--- src/hw/rtl/fst_pkg.sv ---
// Shared types and constants for the four-channel tone synthesizer.
// No dependencies.
package fst_pkg;

    localparam int NUM_VOICES = 4;
    localparam int VOICE_AW   = 2;

    localparam logic [VOICE_AW-1:0] VOICE_NOISE = 2'd3;
    localparam logic [VOICE_AW-1:0] VOICE_TRI   = 2'd2;

    localparam logic OP_TICK = 1'b0;
    localparam logic OP_NOTE = 1'b1;

    localparam logic [1:0] REG_ATTACK = 2'd0;
    localparam logic [1:0] REG_DECAY  = 2'd1;
    localparam logic [1:0] REG_SEED   = 2'd2;

    localparam logic [7:0]  ATTACK_RST = 8'd44;
    localparam logic [15:0] DECAY_RST  = 16'd65527;
    localparam logic [31:0] SEED_RST   = 32'h2021_0110;

    localparam logic [31:0] LCG_MUL   = 32'd1103515245;
    localparam logic [31:0] LCG_ADD   = 32'd12345;
    localparam logic [31:0] NOISE_HI  = 32'h7fff_0000;
    localparam logic [29:0] NOISE_DEN = 30'h3fff_ffff;
    localparam logic [16:0] UNITY     = 17'h10000;

    typedef struct packed {
        logic busy;
        logic done;
    } fst_div_stat_t;

endpackage

--- src/hw/rtl/fst_voice_ram.sv ---
// Per-voice state memory: 4 entries, one write port, registered read.
// Depends on fst_pkg.
module fst_voice_ram #(
    parameter int W = 8,
    parameter logic [W-1:0] INIT = '0
) (
    input  logic                          clk,
    input  logic                          rst_n,
    input  logic                          we,
    input  logic [fst_pkg::VOICE_AW-1:0]  waddr,
    input  logic [W-1:0]                  wdata,
    input  logic [fst_pkg::VOICE_AW-1:0]  raddr,
    output logic [W-1:0]                  rdata
);
    logic [W-1:0]                    mem [fst_pkg::NUM_VOICES];
    logic [fst_pkg::NUM_VOICES-1:0]  valid_reg;
    logic [W-1:0]                    rdata_reg;

    always_ff @(posedge clk)
    begin
        if (we)
        begin
            mem[waddr] <= wdata;
        end
        rdata_reg <= valid_reg[raddr] ? mem[raddr] : INIT;
    end

    // unwritten entries read as their reset value
    always_ff @(posedge clk or negedge rst_n)
    begin
        if (!rst_n)
        begin
            valid_reg <= '0;
        end
        else if (we)
        begin
            valid_reg[waddr] <= 1'b1;
        end
    end

    assign rdata = rdata_reg;
endmodule

--- config.mk ---
export PLATFORM = sky130hd
export DESIGN_NAME = fst_voice_ram
export DESIGN_NICKNAME = d
export VERILOG_FILES = /design/src/hw/rtl/fst_pkg.sv /design/src/hw/rtl/fst_voice_ram.sv
export SDC_FILE = /design/constraint.sdc
export NUM_CORES = 1
export LEC_CHECK = 0
export ABC_AREA = 1
export BUFFER_PORTS_ARGS = -buffer_cell sky130_fd_sc_hd__buf_4
export CORE_MARGIN = 5
export CORE_UTILIZATION = 63
export CTS_BUF_LIST = sky130_fd_sc_hd__clkbuf_4 sky130_fd_sc_hd__clkbuf_8
export CTS_CLUSTER_SIZE = 20
export DETAILED_ROUTE_END_ITERATION = 7
export HOLD_SLACK_MARGIN = 0.12
export PLACE_DENSITY = 0.94
export SLEW_MARGIN = 10
export SYNTH_ARGS = -nofsm -noshare
export SYNTH_HDL_FRONTEND = slang
export SYNTH_SLANG_ARGS = --single-unit
export TNS_END_PERCENT = 50
--- constraint.sdc ---
create_clock -name clk -period 1.35 [get_ports clk]
set_clock_uncertainty 0.1 [all_clocks]
set_input_delay 0.135 -clock clk [delete_from_list [all_inputs] [get_ports clk]]
set_output_delay 0.135 -clock clk [all_outputs]
set_load 0.03 [all_outputs]
# Yosys cells after proc, flatten, opt, wreduce, memory -nomap -nowiden
# Memories as Yosys holds them, arrays and structs flattened. A register that Yosys moved wholly into a read port is not among the register bits.
# Cells that the tools add are included.
# op_classes
mux,6
order_cmp,3
reduce_logical,2
bitwise_logic,1
# op_table
operator,count
$lt A2 B3 Y1 const B,2
$mux W1,4
$or A4 B4 Y4,1
$bmux W1 S2,1
$demux W1 S2,1
$ge A2 B1 Y1 const B,1
$logic_and A1 B1 Y1,1
$logic_not A1 Y1,1
# totals
inputBits,15
mem_count,1
mem_bits_rw,32
wordCells,14
reg_bits,4
output_inout_bits,8
# mem_list
memory,words,word_bits,read_ports,rd_ports_with_merged_regs,wr,line_no,source
mem,4,8,1,1,1,fst_voice_ram.sv:15,logic [W-1:0] mem [fst_pkg::NUM_VOICES];

# Depth between registers and ports, before layout
# Gate-level depths: netlist of the first run.
# depth
word_depth,5
depth_mapped,8
mapped_depth_nobuf,6

# Worst setup path after synthesis of the first run
# Ideal clock, no wire load.
# synth_path
path_kind,in2reg
start,in waddr[0] (netlist bit)
end,"mem mem[0][0], enable pin"
cell_stages,3
t_required_ns,0.879
setup_ns,0.371
path_slack_ns,0.264
arrival_ns,0.615
path_buffers,0
cell_sequence,inv_1 nand2_1 nor2_1
# synth_lines
item,line_no,source
from (decl),fst_voice_ram.sv:10,"input logic [fst_pkg::VOICE_AW-1:0] waddr,"
to (decl),fst_voice_ram.sv:15,
# Straight into the memory's write port.

# Final worst setup path of the first run
# layout_path
start,in waddr[1] (netlist bit)
end,reg valid_reg[1] (netlist bit)
# layout_between
elab_chain_cells,5
word_cells_on_any_way,6
cone_classes,2 x order compare; 2 x mux; 1 x bitwise; 1 x reduce/logical
# layout_rtl
item,line_no,source
$lt A2 B3 Y1 (implied by the code) or $ge A2 B1 Y1 (tied branches),fst_voice_ram.sv:37,valid_reg[waddr] <= 1'b1;
$logic_and A1 B1 Y1 (implied by the code),fst_voice_ram.sv:37,
$mux W1 (implied by the code),fst_voice_ram.sv:37,
$demux W1 S2 (*),fst_voice_ram.sv:37,
$or A4 B4 Y4 (no source line) (*),n/a,
to (signal assigned),fst_voice_ram.sv:33,valid_reg <= '0;
"to (signal, indexed assignment)",fst_voice_ram.sv:37,
to (decl),fst_voice_ram.sv:16,logic [fst_pkg::NUM_VOICES-1:0] valid_reg;
# Mark *: on every way between the ends. The rest lies on a longest branch, timed or not.
# A chain may end at the register's enable or synchronous reset.

==> Flow_metrics.wiki, run 1 <==
{| class="wikitable"
! Metric !! Value
|-
| Post-DP HPWL || 2124 µm
|-
| Later-pin clock latency in the skew report || 0.35 ns
|-
| Least-Margin Pin Slew || 0.2047 ns
|-
| Crit-path cells || dlygate4sd3_1 -> buf_4 -> o21ai_0 -> dlygate4sd3_1
|-
| Post-detailed-route DRC marker count || 0
|-
| Synth Warn # || 0
|-
| Hold Crit Endpoint || rdata[6]$_SDFF_PN0_
|-
| Clock sinks || 44
|-
| All-layer global routing usage || 18.94%
|-
| Count of final hold-check violations || 0
|-
| Mapped Nets || 192
|-
| Final count of negative-setup-slack endpoints || 1
|-
| Worst-case reg-to-reg path depth || 3
|-
| Clock group share of total power || 23.2%
|-
| Element type at the critical path start || input port
|-
| Horizontal die dimension || 63.55 µm
|-
| Pre-Repair DR Iteration Count || 4
|-
| Final Routed Wirelength || 3302 µm
|-
| Overall via count from detail_route || 1,217
|-
| Crit-path max FO || 5
|-
| Hold path startpoint || raddr[0]
|-
| Cell type of the slowest stage on the worst timing path || sky130_fd_sc_hd__dlygate4sd3_1
|-
| Pin count of the biggest net entering global routing || 20
|-
| Power dissipated by switching net loads || 585.6 µW
|-
| Antenna Cells || 0
|-
| Antenna violations before repair || 0
|-
| Most numerous cell on the critical path || sky130_fd_sc_hd__dlygate4sd3_1
|-
| Count of buffers from port buffering || 22
|-
| Post-DR vias/cell || 4.810
|-
| Number of pins exceeding their max-slew limit in the final report || 0
|-
| Slew headroom || 86.21%
|-
| Post-Syn Instances || 177
|-
| Final #Nets || 237
|-
| Count of standard-cell rows || 19
|-
| Crit path required time || 1.55 ns
|-
| Data arrival time at the worst-slack endpoint || 1.55 ns
|-
| Buffers from clock root to sink, at most || 2
|-
| Largest cells by area after synthesis || sky130_fd_sc_hd__edfxtp_1 53%, sky130_fd_sc_hd__inv_1 9.6%, sky130_fd_sc_hd__nand2_1 9.6%
|-
| Hold Path Stages || 6
|-
| H-tree Lvls || 2
|-
| Combined area of all synthesized cells || 0.001807 mm²
|-
| Post-Place Worst Slack || 0.2430 ns
|-
| Crit share post-route || 100.4%
|-
| Post-CTS Hold Fix Bufs || 16
|-
| Mean Syn Cell Area || 10.21 µm²
|-
| Core region area || 0.002758 mm²
|-
| Leading area contributor after synthesis || sky130_fd_sc_hd__edfxtp_1
|-
| FFs w/ async S/R, synth || 9.091%
|-
| Worst reg2reg path startpoint || valid_reg[1]$_DFFE_PN0P_
|-
| Proportion of synthesized chip area in sequential cells || 67.59%
|-
| Power density over the cells || 1099 mW/mm²
|-
| Final critical-path required period || 1.356 ns
|-
| Category of the most critical setup path || in2reg
|-
| Total congestion overflow after global routing || 0
|-
| Post-CTS repair timing setup buffer count || 0
|-
| RSZ-0062 raised after global routing || no
|-
| Worst Setup Slack, final || -0.005701 ns
|-
| Worst path max stage delay || 0.56 ns
|-
| Status || complete, but fails checks
|-
| Cts repair resizes || 0
|-
| Flip-flop count of the largest register after layout || 32
|-
| Failing checks || negative setup slack
|-
| Total Power || 2424 µW
|-
| Number of register bits inferred by synthesis || 44
|-
| Worst setup path startpoint || waddr[1]
|-
| Worst R2R End || valid_reg[1]$_DFFE_PN0P_
|-
| Maximum Capacitance Violations || 0
|-
| Number of global-route vias before repair || 1,249
|-
| Average routed wire per standard cell || 13.05 µm
|-
| EDFF count, synth || 32
|-
| Share of layout cells above drive strength 1 || 18.92%
|-
| Num CTS Buffers || 5
|-
| Share of total power consumed by net switching || 24.16%
|-
| Chip height || 63.55 µm
|-
| Area share of the largest cell type after synthesis || 53.19%
|-
| Full die area || 0.004039 mm²
|-
| Leakage power total || 0.001091 µW
|-
| Combinational group share of total power || 13.3%
|-
| Flop pwr share || 63.5%
|-
| Setup crit end kind || register
|-
| Internal portion of total power || 1838 µW
|-
| Count of pins on the block boundary || 23
|-
| Clock slew at the register clock pins of the worst setup and hold paths || 0.12 ns
|-
| Peak VDD IR || 1.290 mV
|-
| Number of routed nets with antenna violations || 0
|-
| Final weighted congestion of routability-driven global placement || 0.7717
|-
| Most frequently used flop master after synthesis || sky130_fd_sc_hd__edfxtp_1
|-
| Distinct cell type count of the synthesized netlist || 15
|-
| Max frequency || 737.6 MHz
|-
| Global-route wire length before repair || 5871 µm
|-
| FF-to-FF setup slack || 0.07 ns
|-
| Clock tree root buffer cell || sky130_fd_sc_hd__clkbuf_4
|-
| Hold crit path type || in2reg
|-
| Hold slack || 0.1853 ns
|-
| Initial DRC count || 30
|-
| # fillers || 178
|-
| Starting Density || 65.52%
|-
| Area Growth Syn to Fin || 22.02%
|-
| CTS tree || yes
|}
-- worst max path at each step --
stage                               end  slack [ns]  cells after the start
6_report       valid_reg[1]$_DFFE_PN0P_      -0.006                      4
5_1_grt             mem[2][1]$_DFFE_PP_        0.01                      6
3_3_place_gp        mem[2][2]$_DFFE_PP_        0.30                      5
4_1_cts        valid_reg[1]$_DFFE_PN0P_        0.05                      4
3_5_place_dp        rdata[3]$_SDFF_PN0_        0.24                      7
2_1_floorplan       mem[0][0]$_DFFE_PP_        0.26                      3
-- power by group through the flow --
stage	Sequential, µW	Clock, µW	Combinational, µW
6_report	1540	561	322
5_1_grt	1550	667	356
4_1_cts	1540	569	320
3_5_place_dp	1570	0	286
3_3_place_gp	1570	0	274
2_1_floorplan	1620	0	130
-- synth_stat cells (2+ instances only) --
| library cell | n |
|---|---|
| sky130_fd_sc_hd__nand2_2 | 8 |
| sky130_fd_sc_hd__o21ai_0 | 4 |
| sky130_fd_sc_hd__dfxtp_1 | 8 |
| sky130_fd_sc_hd__nand2_1 | 46 |
| sky130_fd_sc_hd__dfrtp_1 | 4 |
| sky130_fd_sc_hd__nor2_1 | 4 |
| sky130_fd_sc_hd__inv_1 | 46 |
| sky130_fd_sc_hd__edfxtp_1 | 32 |
| sky130_fd_sc_hd__nand3_1 | 18 |
| sky130_fd_sc_hd__buf_4 | 2 |
-- logic make-up (layout without fill, tap and decap cells) --
logic type	Yosys count	count (layout)	synth area share, %
compound gates	4	4	1.108
buf+inv	52	97	12.53
flops	44	44	67.59
simple gates	77	77	18.77
-- per-stage QoR --
step                      instance area, µm²  cells  util (%)  setup TNS, ns
after floorplan                         1807    177         -              0
final                                   2205    253     79.95      -0.005701
after detailed placement                1999    230     72.50              0
after global routing                    2205    253     79.95              0
after CTS                               2205    253     79.95              0
after global placement                  1999    230     72.50              0
-- worst max-delay path, delay by kind of cell --
family,cells,cell delay [ns]
AOI/OAI and AO/OA,1,0.13
buffers and inverters,3,1.29
-- final cells by class --
class	count	area [µm²]	share of cell area [%]
Inverter	48	185.2	8.400
Multi-Input combinational cell	81	359.1	16.29
Tap cell	31	38.79	1.759
Sequential cell	44	1221	55.39
Clock buffer	5	37.54	1.703
Timing Repair Buffer	42	355.3	16.12
Clock inverter	2	7.507	0.3405
-- metal layers --
layer	vias up	global-route usage, %	wire (µm)
met5	-	0	0
met4	0	5.974	49
met3	6	6.394	198
met2	28	30.33	1720
met1	558	24.20	1333
li1	625	-	-
-- placed cells by master, fill, tap and decap left out, types with 2 or more instances in the layout --
cell	instances
sky130_fd_sc_hd__clkinv_1	2
sky130_fd_sc_hd__o21ai_0	4
sky130_fd_sc_hd__dfxtp_1	8
sky130_fd_sc_hd__inv_1	46
sky130_fd_sc_hd__dfrtp_1	4
sky130_fd_sc_hd__nand2_1	46
sky130_fd_sc_hd__clkbuf_4	5
sky130_fd_sc_hd__nor2_1	4
sky130_fd_sc_hd__buf_4	26
sky130_fd_sc_hd__dlygate4sd3_1	16
sky130_fd_sc_hd__edfxtp_1	32
sky130_fd_sc_hd__nand2_2	8
sky130_fd_sc_hd__nand3_1	18
No activity file was read; power rests on OpenSTA's default activity.
==> run 2: changes to the inputs <==
--- a/config.mk
+++ b/config.mk
@@ -7,9 +7,10 @@
 export LEC_CHECK = 0
 export ABC_AREA = 1
 export BUFFER_PORTS_ARGS = -buffer_cell sky130_fd_sc_hd__buf_4
+export CORE_ASPECT_RATIO = 0.75
 export CORE_MARGIN = 5
 export CORE_UTILIZATION = 63
-export CTS_BUF_LIST = sky130_fd_sc_hd__clkbuf_4 sky130_fd_sc_hd__clkbuf_8
+export CTS_BUF_LIST = sky130_fd_sc_hd__clkbuf_8
 export CTS_CLUSTER_SIZE = 20
 export DETAILED_ROUTE_END_ITERATION = 7
 export HOLD_SLACK_MARGIN = 0.12
==> Flow_metrics.wiki, run 2 (same netlist as run 1, synthesis figures left out) <==
{| class="wikitable"
! Metric !! Value
|-
| Worst path max stage delay || 0.54 ns (-0.02 ns)
|-
| CP Buf/Inv Count || 4 (+1)
|-
| Peak VDD IR || 1.042 mV (-19%)
|-
| Clock tree root buffer cell || sky130_fd_sc_hd__clkbuf_8
|-
| Setup crit end kind || register
|-
| Antenna violations before repair || 0 (unchanged)
|-
| Later-pin clock latency in the skew report || 0.29 ns (-0.06 ns)
|-
| Flip-flop count of the largest register after layout || 32 (unchanged)
|-
| Post-detailed-route DRC marker count || 0 (unchanged)
|-
| Antenna Cells || 0 (unchanged)
|-
| Final count of negative-setup-slack endpoints || 0 (-1)
|-
| Power density over the cells || 1257 mW/mm² (+14%)
|-
| FF-to-FF setup slack || 0.25 ns (+0.18 ns)
|-
| Most numerous cell on the critical path || sky130_fd_sc_hd__buf_4
|-
| Crit path required time || 1.25 ns (-0.30 ns)
|-
| Final #Nets || 234 (-1.3%)
|-
| Number of routed nets with antenna violations || 0 (unchanged)
|-
| Initial DRC count || 72 (+140%)
|-
| Share of layout cells above drive strength 1 || 20.00% (+1.1 points)
|-
| Data arrival time at the worst-slack endpoint || 1.21 ns (-0.34 ns)
|-
| RSZ-0062 raised after global routing || no
|-
| Count of final hold-check violations || 0 (unchanged)
|-
| Status || complete, no violations
|-
| Most common cell after layout, fill and taps aside || sky130_fd_sc_hd__inv_1
|-
| Least-Margin Pin Slew || 0.2176 ns (+0.01289 ns)
|-
| Crit share post-route || 97.35% (-3.1 points)
|-
| Number of global-route vias before repair || 1,259 (+0.80%)
|-
| Count of pins on the block boundary || 23 (unchanged)
|-
| Max frequency || 760.9 MHz (+3.2%)
|-
| Post-DP HPWL || 2273 µm (+7.0%)
|-
| Crit-path cells || dlygate4sd3_1 -> buf_4 -> inv_1 -> nor2_1 -> buf_4
|-
| Cell type of the slowest stage on the worst timing path || sky130_fd_sc_hd__dlygate4sd3_1
|-
| Final weighted congestion of routability-driven global placement || 0.8493 (+10%)
|-
| CTS tree || yes
|-
| Full die area || 0.004050 mm² (+0.27%)
|-
| Placed Instance Area || 0.002006 mm² (+0.31%)
|-
| Clock sinks || 44 (unchanged)
|-
| Accumulated negative setup slack || 0 ns (+0.005701 ns)
|-
| H-tree Lvls || 2 (unchanged)
|-
| Horizontal die dimension || 71.84 µm (+13%)
|-
| Buffers from clock root to sink, at most || 2 (unchanged)
|-
| Number of pins exceeding their max-slew limit in the final report || 0 (unchanged)
|-
| Overall via count from detail_route || 1,270 (+4.4%)
|-
| Maximum Capacitance Violations || 0 (unchanged)
|-
| All-layer global routing usage || 19.50% (+0.57 points)
|-
| Share of total power consumed by net switching || 22.21% (-2.0 points)
|-
| Count of buffers from port buffering || 22 (unchanged)
|-
| Average routed wire per standard cell || 13.97 µm (+7.0%)
|-
| Clock slew at the register clock pins of the worst setup and hold paths || 0.08 ns (-0.04 ns)
|-
| Most used cells in the layout excluding fill and tap cells || 47 x sky130_fd_sc_hd__inv_1, 46 x sky130_fd_sc_hd__nand2_1, 32 x sky130_fd_sc_hd__edfxtp_1
|-
| Core region area || 0.002683 mm² (-2.7%)
|-
| Power dissipated by switching net loads || 626.4 µW (+7.0%)
|-
| Global-route wire length before repair || 5802 µm (-1.2%)
|-
| Starting Density || 67.35% (+1.8 points)
|-
| Final Routed Wirelength || 3576 µm (+8.3%)
|-
| Pre-Repair DR Iteration Count || 4 (unchanged)
|-
| Flop pwr share || 54.7% (-8.8 points)
|-
| Num CTS Buffers || 5 (unchanged)
|-
| Total congestion overflow after global routing || 0 (unchanged)
|-
| Worst path top cell family by delay || buffers and inverters
|-
| Category of the most critical setup path || in2reg
|-
| Internal portion of total power || 2194 µW (+19%)
|-
| Leakage power total || 0.001113 µW (+2.0%)
|-
| Element type at the critical path start || input port
|-
| Area Growth Syn to Fin || 24.17%
|-
| Clock group share of total power || 33.8% (+11 points)
|-
| Final instance area || 0.002243 mm² (+1.8%)
|-
| Crit-path max FO || 8 (+3)
|-
| Combinational group share of total power || 11.5% (-1.8 points)
|-
| Hold crit path type || in2reg
|-
| Chip height || 56.38 µm (-11%)
|-
| Final critical-path required period || 1.314 ns (-0.04152 ns)
|-
| Post-DR vias/cell || 4.961 (+3.1%)
|-
| Slew headroom || 85.50% (-0.72 points)
|-
| Count of standard-cell rows || 16 (-3)
|-
| Pin count of the biggest net entering global routing || 20 (unchanged)
|}
## run 2: layout make-up
type	count	area (µm²)
Clock buffer	5	68.82
Clock inverter	3	38.79
Fill cell	147	439.2
Inverter	48	185.2
Multi-Input combinational cell	81	359.1
Sequential cell	44	1221
Tap cell	36	45.04
Timing Repair Buffer	39	325.3
## run 2: worst paths after layout
check	from	end	depth (start not counted)
setup / recovery	waddr[1]	mem[3][4]$_DFFE_PP_	5
hold / removal	raddr[1]	rdata[7]$_SDFF_PN0_	5
setup reg to reg	valid_reg[3]$_DFFE_PN0P_	rdata[0]$_SDFF_PN0_	6
hold reg to reg	valid_reg[0]$_DFFE_PN0P_	valid_reg[0]$_DFFE_PN0P_	2
max in group asynchronous	rst_n	valid_reg[2]$_DFFE_PN0P_	3
min in group asynchronous	rst_n	valid_reg[1]$_DFFE_PN0P_	3
## run 2: worst register-to-register path, cell delays in order, from the launching register on
cell and delay, ns:
sky130_fd_sc_hd__dfrtp_1 0.37, sky130_fd_sc_hd__inv_1 0.08, sky130_fd_sc_hd__nand2_1 0.07, sky130_fd_sc_hd__nand3_1 0.15
sky130_fd_sc_hd__nand2_4 0.10, sky130_fd_sc_hd__nand2_1 0.09, sky130_fd_sc_hd__inv_1 0.05
## run 2: power groups by stage
stage / clock network (µW) / registers, µW / logic, µW
4_1_cts: 968 / 1540 / 320
2_1_floorplan: 0 / 1620 / 130
6_report: 954 / 1540 / 323
3_3_place_gp: 0 / 1570 / 274
5_1_grt: 1040 / 1550 / 353
3_5_place_dp: 0 / 1570 / 286
## run 2: metal layers
layer	track usage [%]	up-vias	wire (µm)
met5	0	-	0
li1	-	620	-
met1	23.41	584	1402
met3	6.774	6	310
met4	6.971	0	59
met2	32.46	60	1804
## run 2: through the flow
step	utilization, %	setup WS [ns]	hold WS, ns	cells	power (µW)
after floorplan	-	0.2641	-0.2606	177	1746
after global placement	74.77	0.2884	-0.1708	235	1844
after detailed placement	74.77	0.2524	-0.1686	235	1860
after CTS	83.63	0.07909	0.1580	256	2833
after global routing	83.63	0.001957	0.1809	256	2941
final	83.63	0.03582	0.1681	256	2820
## run 2: timing repair
action                                 CTS  global route
hold buffers                            13             0
setup endpoints to repair                0             0
endpoints found under the hold margin   40             0
setup buffers                            0             0
gates resized for setup                  0             0
