==> src/hw/rtl/fst_pkg.sv <==
// Shared types and constants for the four-channel tone synthesizer.
// No dependencies.
package fst_pkg;

    localparam int NUM_VOICES = 4;
    localparam int VOICE_AW   = 2;

    localparam logic [VOICE_AW-1:0] VOICE_NOISE = 2'd3;
    localparam logic [VOICE_AW-1:0] VOICE_TRI   = 2'd2;

    localparam logic OP_TICK = 1'b0;
    localparam logic OP_NOTE = 1'b1;

    localparam logic [1:0] REG_ATTACK = 2'd0;
    localparam logic [1:0] REG_DECAY  = 2'd1;
    localparam logic [1:0] REG_SEED   = 2'd2;

    localparam logic [7:0]  ATTACK_RST = 8'd44;
    localparam logic [15:0] DECAY_RST  = 16'd65527;
    localparam logic [31:0] SEED_RST   = 32'h2021_0110;

    localparam logic [31:0] LCG_MUL   = 32'd1103515245;
    localparam logic [31:0] LCG_ADD   = 32'd12345;
    localparam logic [31:0] NOISE_HI  = 32'h7fff_0000;
    localparam logic [29:0] NOISE_DEN = 30'h3fff_ffff;
    localparam logic [16:0] UNITY     = 17'h10000;

    typedef struct packed {
        logic busy;
        logic done;
    } fst_div_stat_t;

endpackage

==> src/hw/rtl/fst_div.sv <==
// Restoring divider for the attack ramp: q = floor(num * 65536 / den), num < den.
// Depends on fst_pkg.
module fst_div (
    input  logic                  clk,
    input  logic                  rst_n,
    input  logic                  start,
    input  logic [7:0]            num,
    input  logic [7:0]            den,
    output logic [15:0]           quo,
    output fst_pkg::fst_div_stat_t stat
);
    logic [7:0]  rem_reg;
    logic [15:0] quo_reg;
    logic [3:0]  cnt_reg;
    logic        busy_reg;
    logic        done_reg;
    logic [8:0]  rem_sh;
    logic        fits;

    assign rem_sh = {rem_reg, 1'b0};
    assign fits   = rem_sh >= {1'b0, den};

    always_ff @(posedge clk or negedge rst_n)
    begin
        if (!rst_n)
        begin
            busy_reg <= 1'b0;
            done_reg <= 1'b0;
            cnt_reg  <= '0;
        end
        else
        begin
            done_reg <= 1'b0;
            if (start)
            begin
                busy_reg <= 1'b1;
                cnt_reg  <= 4'hf;
            end
            else if (busy_reg)
            begin
                cnt_reg <= cnt_reg - 4'd1;
                if (cnt_reg == 4'd0)
                begin
                    busy_reg <= 1'b0;
                    done_reg <= 1'b1;
                end
            end
        end
    end

    always_ff @(posedge clk)
    begin
        if (start)
        begin
            rem_reg <= num;
            quo_reg <= '0;
        end
        else if (busy_reg)
        begin
            rem_reg <= fits ? 8'(rem_sh - {1'b0, den}) : rem_sh[7:0];
            quo_reg <= {quo_reg[14:0], fits};
        end
    end

    assign quo       = quo_reg;
    assign stat.busy = busy_reg;
    assign stat.done = done_reg;
endmodule

==> config.mk <==
export PLATFORM = sky130hd
export DESIGN_NAME = fst_div
export DESIGN_NICKNAME = d
export VERILOG_FILES = /design/src/hw/rtl/fst_pkg.sv /design/src/hw/rtl/fst_div.sv
export SDC_FILE = /design/constraint.sdc
export NUM_CORES = 1
export LEC_CHECK = 0
export BUFFER_PORTS_ARGS = -buffer_cell sky130_fd_sc_hd__buf_2
export CORE_MARGIN = 8
export CORE_UTILIZATION = 48
export DETAILED_ROUTE_END_ITERATION = 8
export PLACE_DENSITY_LB_ADDON = 0.12
export SYNTH_ARGS = -nofsm -noshare
export SYNTH_HDL_FRONTEND = slang
export SYNTH_SLANG_ARGS = --single-unit
==> constraint.sdc <==
create_clock -name clk -period 2.1 [get_ports clk]
set_input_delay 0.21 -clock clk [delete_from_list [all_inputs] [get_ports clk]]
set_output_delay 0.21 -clock clk [all_outputs]
set_load 0.1 [all_outputs]
Yosys cells after proc, flatten, opt, wreduce, memory -nomap -nowiden
Cells that the tools add are included.
{"block": "word_totals", "in_bits": 19, "reg_bits": 30, "word_cells": 21}
{"block": "classes", "magnitude_cmp": 1, "n_reduce_logical": 2, "n_mux": 11, "n_addsub": 2}
{"operator": "two-way mux 8 bit", "n": 3}
{"operator": ">= comparator 9 x 8 -> 1 bit", "n": 1}
{"operator": "two-way mux 4 bit", "n": 2}
{"operator": "subtractor 8 bit", "n": 1}
{"operator": "two-way mux 1 bit", "n": 6}
{"operator": "zero test 4 bit", "n": 1}
{"operator": "subtractor 4 x 1 -> 4 bit, second input constant", "n": 1}
{"operator": "nonzero test 2 bit", "n": 1}

Logic depth before layout (Yosys ltp)
Gate-level depths: netlist (run 1).
{"block": "depth", "word_depth": 4, "depth_mapped": 7, "depth_no_buf": 7}

Least setup slack after synthesis (run 1)
No wires, ideal clock.
{"block": "synth_timing", "kind": "flip-flop to flip-flop", "startpoint": "register rem_reg[5]", "endpoint": "register rem_reg[6] (data pin)", "period_less_slack_ns": 2.086, "path_slack_ns": 0.014, "path_buffers": 0, "stages_incl_launch_ff": 6, "arrival_ns": 1.825, "setup_ns": 0.261, "cell_sequence": "edfxtp_1 -> ha_1 -> a2111o_1 -> o211ai_4 -> a221oi_2 -> a311o_1"}
{"block": "synth_between", "elab_chain_cells": 4, "word_cells_on_any_way": 5}
{"element": "start: declaration", "line": "fst_div.sv:12", "text": "logic [7:0] rem_reg;"}
{"element": "start signal: assignment", "line": "fst_div.sv:55", "text": "rem_reg <= num;"}
{"element": "start signal: assignment", "line": "fst_div.sv:60", "text": "rem_reg <= fits ? 8'(rem_sh - {1'b0, den}) : rem_sh[7:0];"}
{"element": "subtractor 8 bit / >= comparator 9 x 8 -> 1 bit (equally long branches)", "line": "fst_div.sv:60, fst_div.sv:21"}
{"element": "two-way mux 8 bit *", "line": "fst_div.sv:60"}
{"element": "two-way mux 8 bit *", "line": "fst_div.sv:58", "text": "else if (busy_reg)"}
{"element": "two-way mux 8 bit *", "line": "fst_div.sv:53", "text": "if (start)"}
Mark *: on every way between the ends. The rest lies on a longest branch, timed or not. The select of a mux whose other input is x is not followed.
A chain may end at the register's enable or synchronous reset.

Worst setup path in the final report (run 1)
{"block": "layout_timing", "startpoint": "register rem_reg[0]", "endpoint": "register rem_reg[2] (data pin)"}
Same word-level chain as after synthesis.

==> results of run 1 <==
## area by class of cell
class                           count  area [um^2]
Clock buffer                        6         41.3
Clock inverter                      2         10.0
Fill cell                         318         1220
Inverter                           14         52.6
Multi-Input combinational cell    125          970
Sequential cell                    30          711
Tap cell                           46         57.6
Timing Repair Buffer               51          299
## how the worst max path moves through the flow
stage | endpoint | cells after the start | slack [ns] | from
6_report | rem_reg[2] | 6 | 0.02 | rem_reg[0]
5_1_grt | rem_reg[6] | 7 | -0.04 | rem_reg[0]
4_1_cts | rem_reg[6] | 6 | 0.007 | rem_reg[4]
3_5_place_dp | rem_reg[0] | 5 | 0.01 | rem_reg[5]
3_3_place_gp | rem_reg[1] | 6 | 0.02 | rem_reg[5]
2_1_floorplan | rem_reg[6] | 5 | 0.01 | rem_reg[5]
## per-stage QoR
stage	setup slack [ns]	cells	util
6_report	0.0194	274	0.637
5_1_grt	-0.0371	274	0.637
4_1_cts	0.00699	273	0.606
3_5_place_dp	0.00974	263	0.585
3_3_place_gp	0.0182	263	0.585
2_1_floorplan	0.0144	178	-
## layout by cell type, fill, tap and decap left out, drive strengths merged, types with 7 or more instances in the layout
master	netlist	routed
nand2	16	16
buf	4	50
edfxtp	8	8
nor2	25	25
o21ai	7	7
mux2i	17	17
dfxtp	16	16
ha	9	9
inv	14	14
## report_power, final
part	internal (mW)	switching, mW
clock network	0.127	0.202
registers	0.702	0.0697
logic	0.538	0.699
## timing repair
action | 4_1_cts | 5_1_grt
resized for setup | 0 | 17
hold endpoints to repair | 6 | 0
pin swaps | 2 | 5
hold buffers | 1 | 0
setup buffers | 1 | 1
setup endpoints to repair | 1 | 8
## worst max-delay path, stage by stage (launching register included)
cell and delay, ns:
edfxtp_1 0.47, ha_4 0.25, nor2b_1 0.14, o31a_2 0.34
o211a_4 0.30, o21ai_0 0.20, a31oi_1 0.11
## layer usage
| layer | up-vias | routed length (um) | track usage |
|---|---|---|---|
| met3 | 8 | 299 | 0.0546 |
| li1 | 729 | - | - |
| met2 | 65 | 1900 | 0.244 |
| met1 | 688 | 1810 | 0.179 |
| met5 | - | 0 | 0 |
| met4 | 0 | 70 | 0.0661 |
## kinds of logic after synthesis
family / Yosys count
buffers and inverters: 23
adder cells (fa/ha/maj): 10
flip-flops: 30
XOR/XNOR: 4
AO/OA/AOI/OAI: 36
AND/OR/NAND/NOR: 58
multiplexers: 17
==> metrics.txt, run 1 <==
crit end category flop; Peak Freq 481 MHz; Synth Area in Simple Gates 0.155; r2r setup slk 0.02 ns; Setup CP Type reg2reg; Clock Skews 0.0163 ns; Worst Max-Slew Pin Slew 0.491 ns; Port Buffers 36; hpwl dp 2.95 mm; R2R Path End rem_reg[2]; async set or reset register ratio after synthesis 0.200; Die ar. 0.00566 mm^2; CP max FO 6; largest family of logic cells by synthesized area compound AO/OA/AOI/OAI gates; DP Area 0.00197 mm^2; Final Cell Area 0.00214 mm^2; Routed Antenna Nets 0; DIE WIDTH 75.2 um; RePlAce Congestion 0.911; Starting DRT DRC Count 129; Tcrit/Tclk final 0.991; Final Slew Violations 0; RSZ-0062 raised after global routing true; first-pass GRT wire length 6.53 mm; most common flop cell mapped by yosys dfxtp_1; CTS root buffer clkbuf_4; outcome finished, final reports clean; clock net sink count 30; worst hold slack 0.163 ns; wire length per cell 14.9 um; Floorplan Core Area 0.00336 mm^2; fraction of layout cells with a size suffix above 1 0.342; synth unique cells 45; max reg flops 16; # setup viols final 0; GR Overflow Total 0; Power Total 2.34 mW; Pleak 1.05 nW; synthesized cell area 0.00168 mm^2; depth of the most critical reg-to-reg path 6; Clk pin slew, worst setup/hold paths 0.10 ns; mux contribution to synthesized area 0.101; Final Hold Viols 0; NumNets Final 256; Die Y 75.2 um; hold path cells 3; clock tree from TritonCTS built; hold path startpoint num[0]; synthesized flop and latch total 30; mean area per synthesized cell 9.45 um^2; worst skew pair latency 0.34 ns; Critical Path AT 2.15 ns; vias in the first global route 1503; xor/xnor cell area share of the yosys netlist 0.0208; drt via density 5.44; compound-gate portion of the synthesized area 0.165; CTS H-tree depth 2; Pwr Density 1090 mW/mm^2; most frequent cell after synthesis nor2_1; Max VDD drop 574 uV; ranking of synthesized cells by area dfxtp_1 (19%), edfxtp_1 (14%), mux2i_1 (10%); Commonest cells post-synth nor2_1 (25), mux2i_1 (17), dfxtp_1 (16), nand2_1 (16), inv_1 (14); worst hold path type in2reg; number of I/O pins 37; worst hold path endpoint rem_reg[0]; Synth top area share 0.190; relative slew slack 0.675; largest net degree at the start of global routing 31; post-synthesis sequential area ratio 0.422; area grow syn2layout 27.2%; GRT Overall Usage 0.152; antenna violations before repair 0; Core Rows 21; DR vias 1490; reg2reg start rem_reg[0]; crit start category flop; CTS buffer count 5; Initial Utilization 0.500; CTS Buffer Depth 2; Post-Syn Nets 207; fin crit period 2.08 ns; max-cap viol count 0; drt first pass iters 4; post-synthesis cell count 178; yosys warns 0; drt total wl 4.09 mm; DRC 0; Post-synth EDFFs 8; setup tns final 0 ns; area share of fa/ha/maj cells after synthesis 0.0788; n_diodes 0; Worst EP required 2.17 ns; cell taking the most area after synthesis dfxtp_1
No activity file was read; power rests on OpenSTA's default activity.
==> run 2: changes to the inputs <==
--- a/config.mk
+++ b/config.mk
@@ -6,7 +6,7 @@
 export NUM_CORES = 1
 export LEC_CHECK = 0
 export BUFFER_PORTS_ARGS = -buffer_cell sky130_fd_sc_hd__buf_2
-export CORE_MARGIN = 8
+export CORE_MARGIN = 3
 export CORE_UTILIZATION = 48
 export DETAILED_ROUTE_END_ITERATION = 8
 export PLACE_DENSITY_LB_ADDON = 0.12
==> constraint.sdc (replaced) <==
create_clock -name clk -period 2.1 [get_ports clk]
set_input_delay 0.21 -clock clk [delete_from_list [all_inputs] [get_ports clk]]
set_output_delay 0.21 -clock clk [all_outputs]
set_load 0.05 [all_outputs]
==> run 2 against run 1 <==
Global-route usage is 4.6 points higher. First-iteration DRC count is 11% higher. Non-clock buffer count is 4 higher. Via count stayed put. Combinational power hardly changed. Final area is 2.2% higher. Total power is 4.1% higher. Setup slack better by 0.00071 ns. Critical endpoint is now rem_reg[1]. Largest cell class unchanged. Highest routed layer unchanged.
==> metrics.txt, run 2 (synthesis results as in run 1) <==
DIE WIDTH 65.2 um (was 75.2 um); clock net sink count 30 (unchanged); n_diodes 0 (unchanged); # setup viols final 0 (unchanged); GR Overflow Total 0 (unchanged); fraction of layout cells with a size suffix above 1 0.349 (was 0.342); Pwr Density 1110 mW/mm^2 (was 1090 mW/mm^2); CTS Buffer Depth 2 (unchanged); CTS root buffer clkbuf_4 (unchanged); Die ar. 0.00425 mm^2 (was 0.00566 mm^2); drt first pass iters 4 (unchanged); first-pass GRT wire length 6.49 mm (was 6.53 mm); Initial Utilization 0.525 (was 0.500); worst skew pair latency 0.33 ns (was 0.34 ns); crit path cell chain ha_4, a2111o_1, o211a_4, nor4_2, a311oi_2 (was ha_4, nor2b_1, o31a_2, o211a_4, o21ai_0, a31oi_1); worst hold slack 0.156 ns (was 0.163 ns); Max VDD drop 521 uV (was 574 uV); Tcrit/Tclk final 0.990 (was 0.991); Routed Antenna Nets 0 (unchanged); Setup CP Type reg2reg (unchanged); Final Hold Viols 0 (unchanged); Crit path largest cell delay 0.51 ns (was 0.47 ns); clock tree from TritonCTS built (unchanged); CP max FO 6 (unchanged); Pleak 1.08 nW (was 1.05 nW); relative slew slack 0.701 (was 0.675); DR vias 1490 (unchanged); GRT Overall Usage 0.198 (was 0.152); CP max-delay cell a2111o_1 (was edfxtp_1); NumNets Final 260 (was 256); Critical Path AT 2.14 ns (was 2.15 ns); Clk pin slew, worst setup/hold paths 0.09 ns (was 0.10 ns); drt via density 5.40 (was 5.44); Die Y 65.2 um (was 75.2 um); outcome finished, final reports clean (unchanged); RePlAce Congestion 0.931 (was 0.911); Worst Max-Slew Pin Slew 0.448 ns (was 0.491 ns); CTS H-tree depth 2 (unchanged); footprint of the multi-input gates 961 um^2 (was 970 um^2); FF+latch area 711 um^2 (unchanged); largest net degree at the start of global routing 31 (unchanged); Final Slew Violations 0 (unchanged); RSZ-0062 raised after global routing true (unchanged); worst hold path type in2reg (unchanged); DRC 0 (unchanged); max-cap viol count 0 (unchanged); antenna violations before repair 0 (unchanged); crit start category flop (unchanged); crit end category flop (unchanged); number of I/O pins 37 (unchanged); Floorplan Core Area 0.00320 mm^2 (was 0.00336 mm^2); Core Rows 20 (was 21); vias in the first global route 1370 (was 1503); commonest non-fill, non-tap cells in the layout buf_2 (36), nor2_1 (24), mux2i_1 (17), buf_4 (17), dfxtp_1 (16) (was buf_2 (36), nor2_1 (24), nand2_1 (16), mux2i_1 (16), dfxtp_1 (16)); area grow syn2layout 30.0% (was 27.2%); Finished Core Util 0.683 (was 0.637); wire length per cell 14.1 um (was 14.9 um); Worst EP required 2.16 ns (was 2.17 ns); fin crit period 2.08 ns (about the same); Port Buffers 36 (unchanged); drt total wl 3.89 mm (was 4.09 mm); max reg flops 16 (unchanged); most common cell after layout, fill and taps aside buf_2 (unchanged); Power Total 2.43 mW (was 2.34 mW); Peak Freq 481 MHz (about the same); Layout fillers 267 (was 318); CTS buffer count 5 (unchanged); hpwl dp 2.81 mm (was 2.95 mm); Clock Skews 0.00847 ns (was 0.0163 ns); Starting DRT DRC Count 143 (was 129)
run 2: cell types whose count changed in the layout (fill, tap and decap cells not counted), moves of 2 or more:
cell | previous run | this run
buf_4 | 13 | 17
clkbuf_8 | 0 | 3
clkinv_2 | 2 | 0
ha_1 | 4 | 6
o21ai_0 | 6 | 4
o21ai_2 | 0 | 2
run 2: worst max-delay path: cells and delay by family, from the launching register on:
kind            cells  cell delay (ns)
compound gates      3             0.88
fa+ha+maj           1             0.27
flops               1             0.44
simple gates        1             0.20
run 2: layer usage:
metal	part of all wire	up-vias	routed length [um]	GRT usage
li1	-	741	-	-
met1	0.46	691	1780	0.271
met2	0.45	51	1770	0.295
met3	0.069	7	270	0.0615
met4	0.019	0	72	0.0725
met5	0	-	0	0
run 2: timing repair:
| action | in CTS | in global routing |
|---|---|---|
| endpoints found under the setup margin | 6 | 8 |
| resized for setup | 4 | 14 |
| buffers inserted | 1 | 4 |
| pin swaps | 2 | 8 |
| endpoints found under the hold margin | 6 | 0 |
| hold buffers | 1 | 0 |
run 2: worst paths after layout:
check                           startpoint         end  slack [ns]  cells past startpoint
min in group asynchronous            rst_n    done_reg        0.21                      2
worst min-delay path                num[0]  rem_reg[0]        0.16                      3
worst min register to register  cnt_reg[3]    done_reg        0.48                      1
worst max register to register  rem_reg[5]  rem_reg[1]        0.02                      5
worst max-delay path            rem_reg[5]  rem_reg[1]        0.02                      5
max in group asynchronous            rst_n    busy_reg        1.74                      2
run 2: stage by stage:
stage	std cells	instance area (um^2)	setup WS, ns	setup TNS, ns
global route	276	2190	-0.0873	-0.310
CTS	272	2090	0.0217	0
finish	276	2190	0.0201	0
global placement	262	1970	-0.0244	-0.0480
floorplan	178	1680	0.0144	0
detailed placement	262	1970	-0.0662	-0.215
run 2: cell type report:
cell class | instances | share of cell area
repair buffers | 55 | 0.150
flip-flops and latches | 30 | 0.325
clock buffers | 8 | 0.0360
multi-input cells | 125 | 0.439
inverters | 14 | 0.0240
well taps | 44 | 0.0252
run 2: report_power, final:
| group | total [mW] | switching, mW | leakage, nW | internal (mW) |
|---|---|---|---|---|
| clock | 0.421 | 0.193 | 0.0446 | 0.228 |
| sequential | 0.767 | 0.0650 | 0.277 | 0.702 |
| combinational | 1.25 | 0.669 | 0.761 | 0.577 |
==> run 3: changes to the inputs <==
--- a/config.mk
+++ b/config.mk
@@ -9,7 +9,9 @@
 export CORE_MARGIN = 3
 export CORE_UTILIZATION = 48
 export DETAILED_ROUTE_END_ITERATION = 8
+export MAX_ROUTING_LAYER = met4
 export PLACE_DENSITY_LB_ADDON = 0.12
+export SETUP_SLACK_MARGIN = 0.4
 export SYNTH_ARGS = -nofsm -noshare
 export SYNTH_HDL_FRONTEND = slang
 export SYNTH_SLANG_ARGS = --single-unit
==> run 3 against run 2 <==
Combinational power grew 3%. Count of clock-buffer cells in the layout shrank 1. Utilization grew 0.62 points. Non-clock buffer count shrank 1. Sequential cell count is the same. Register-to-register slack is essentially flat. Setup slack lost 0.013 ns. Critical path depth is the same. Total power shrank 0.26%. Critical path type unchanged. Critical endpoint is now rem_reg[6].
==> metrics.txt, run 3 (synthesis results as in run 1) <==
clock tree from TritonCTS built (unchanged); Setup CP Type reg2reg (unchanged); Power Total 2.43 mW (about the same); worst hold path type in2reg (unchanged); Initial Utilization 0.525 (unchanged); DRC 0 (unchanged); Peak Freq 478 MHz (was 481 MHz); CTS H-tree depth 2 (unchanged); DIE WIDTH 65.2 um (unchanged); NumNets Final 259 (was 260); max-cap viol count 0 (unchanged); crit end category flop (unchanged); hold path startpoint num[0] (unchanged); Routed Antenna Nets 0 (unchanged); Floorplan Core Area 0.00320 mm^2 (unchanged); fin crit period 2.09 ns (was 2.08 ns); Final Slew Violations 0 (unchanged); vias in the first global route 1499 (was 1370); pre-CTS setup slack 0.00543 ns (was -0.0662 ns); relative slew slack 0.701 (about the same); Core Rows 20 (unchanged); hold path cells 3 (unchanged); drt total wl 4.18 mm (was 3.89 mm); Worst Max-Slew Pin Slew 0.448 ns (about the same); commonest non-fill, non-tap cells in the layout buf_2 (36), nor2_1 (24), mux2i_1 (17), dfxtp_1 (16), nand2_1 (15) (was buf_2 (36), nor2_1 (24), mux2i_1 (17), buf_4 (17), dfxtp_1 (16)); Tcrit/Tclk final 0.997 (was 0.990); Final Hold Viols 0 (unchanged); # setup viols final 0 (unchanged); wire length per cell 15.2 um (was 14.1 um); depth of the most critical reg-to-reg path 5 (unchanged); n_diodes 0 (unchanged); Max VDD drop 578 uV (was 521 uV); GRT Overall Usage 0.215 (was 0.198); worst skew pair latency 0.33 ns (about the same); CTS buffer count 5 (unchanged); Die Y 65.2 um (unchanged); clock net sink count 30 (unchanged); Starting DRT DRC Count 109 (was 143); antenna violations before repair 0 (unchanged); GR Overflow Total 0 (unchanged); CTS root buffer clkbuf_4 (unchanged); fin worst setup slack 0.00692 ns (was 0.0201 ns); Crit path largest cell delay 0.46 ns (was 0.51 ns); drt via density 5.49 (was 5.40); Port Buffers 36 (unchanged); crit start category flop (unchanged); Clk pin slew, worst setup/hold paths 0.09 ns (about the same); CP max-delay cell edfxtp_1 (was a2111o_1); largest net degree at the start of global routing 31 (unchanged); CP max FO 5 (was 6); most common cell after layout, fill and taps aside buf_2 (unchanged); crit path cell chain ha_4, a2111o_1, o211ai_4, a221oi_2, a311o_1 (was ha_4, a2111o_1, o211a_4, nor4_2, a311oi_2); Non-Filler Instances 275 (was 276); RePlAce Congestion 0.828 (was 0.931); Worst EP required 2.18 ns (was 2.16 ns); outcome finished, final reports clean (unchanged); RSZ-0062 raised after global routing true (unchanged); number of I/O pins 37 (unchanged); drt first pass iters 4 (unchanged); Placed Cells incl. Taps 258 (was 262); Finished Core Util 0.689 (was 0.683); first-pass GRT wire length 6.93 mm (was 6.49 mm); Pleak 1.08 nW (about the same); fraction of layout cells with a size suffix above 1 0.355 (was 0.349); CP startpoint rem_reg[5] (unchanged); setup tns final 0 ns (unchanged); Pwr Density 1100 mW/mm^2 (was 1110 mW/mm^2); Die ar. 0.00425 mm^2 (unchanged); DR vias 1510 (was 1490); area grow syn2layout 31.2% (was 30.0%); Critical Path AT 2.18 ns (was 2.14 ns); max reg flops 16 (unchanged); hpwl dp 2.84 mm (was 2.81 mm); reg2reg start rem_reg[5] (unchanged); Clock Skews 0.00325 ns (was 0.00847 ns); CTS Buffer Depth 2 (unchanged)
run 3: what timing repair did:
| action | CTS | global route |
|---|---|---|
| pin swaps | 5 | 3 |
| gates resized for setup | 11 | 8 |
| hold buffers | 1 | 0 |
| hold endpoints to repair | 6 | 0 |
| setup buffers | 5 | 3 |
| setup endpoints to repair | 9 | 9 |
run 3: power by group:
part	switching [mW]	total, mW	internal, mW	leakage, nW
Clock	0.196	0.358	0.162	0.0353
Combinational	0.677	1.29	0.616	0.768
Sequential	0.0758	0.778	0.702	0.277
Total	0.949	2.43	1.48	1.08
run 3: final cells by class:
class	instances	area (um^2)
multi-input cells	125	1000
fillers	267	996
flip-flops and latches	30	711
repair buffers	54	329
clock buffers	7	55.1
well taps	44	55.1
inverters	14	52.6
clock inverters	1	5.00
run 3: critical path, delay by kind of cell (launching register included):
family	cells	cell delay, ns
fa+ha+maj	1	0.27
flops	1	0.46
compound gates	4	1.12
run 3: metrics by stage:
| step | cell area (um^2) | hold slack (ns) |
|---|---|---|
| 2_1_floorplan | 1710 | -0.0856 |
| 3_3_place_gp | 1970 | 0.0327 |
| 3_5_place_dp | 1970 | 0.0384 |
| 4_1_cts | 2140 | 0.152 |
| 5_1_grt | 2210 | 0.168 |
| 6_report | 2210 | 0.163 |
run 3: path summary, 6_finish.rpt:
check	end	slack, ns
max in group asynchronous	cnt_reg[1]	1.74
min	rem_reg[0]	0.16
max reg2reg	rem_reg[6]	0.007
max	rem_reg[6]	0.007
min reg2reg	done_reg	0.51
min in group asynchronous	busy_reg	0.22
run 3: routing by layer:
layer	GRT usage	share of wire
met2	0.344	0.48
met1	0.265	0.44
met5	-	0
met3	0.0427	0.076
met4	0.0907	0.010
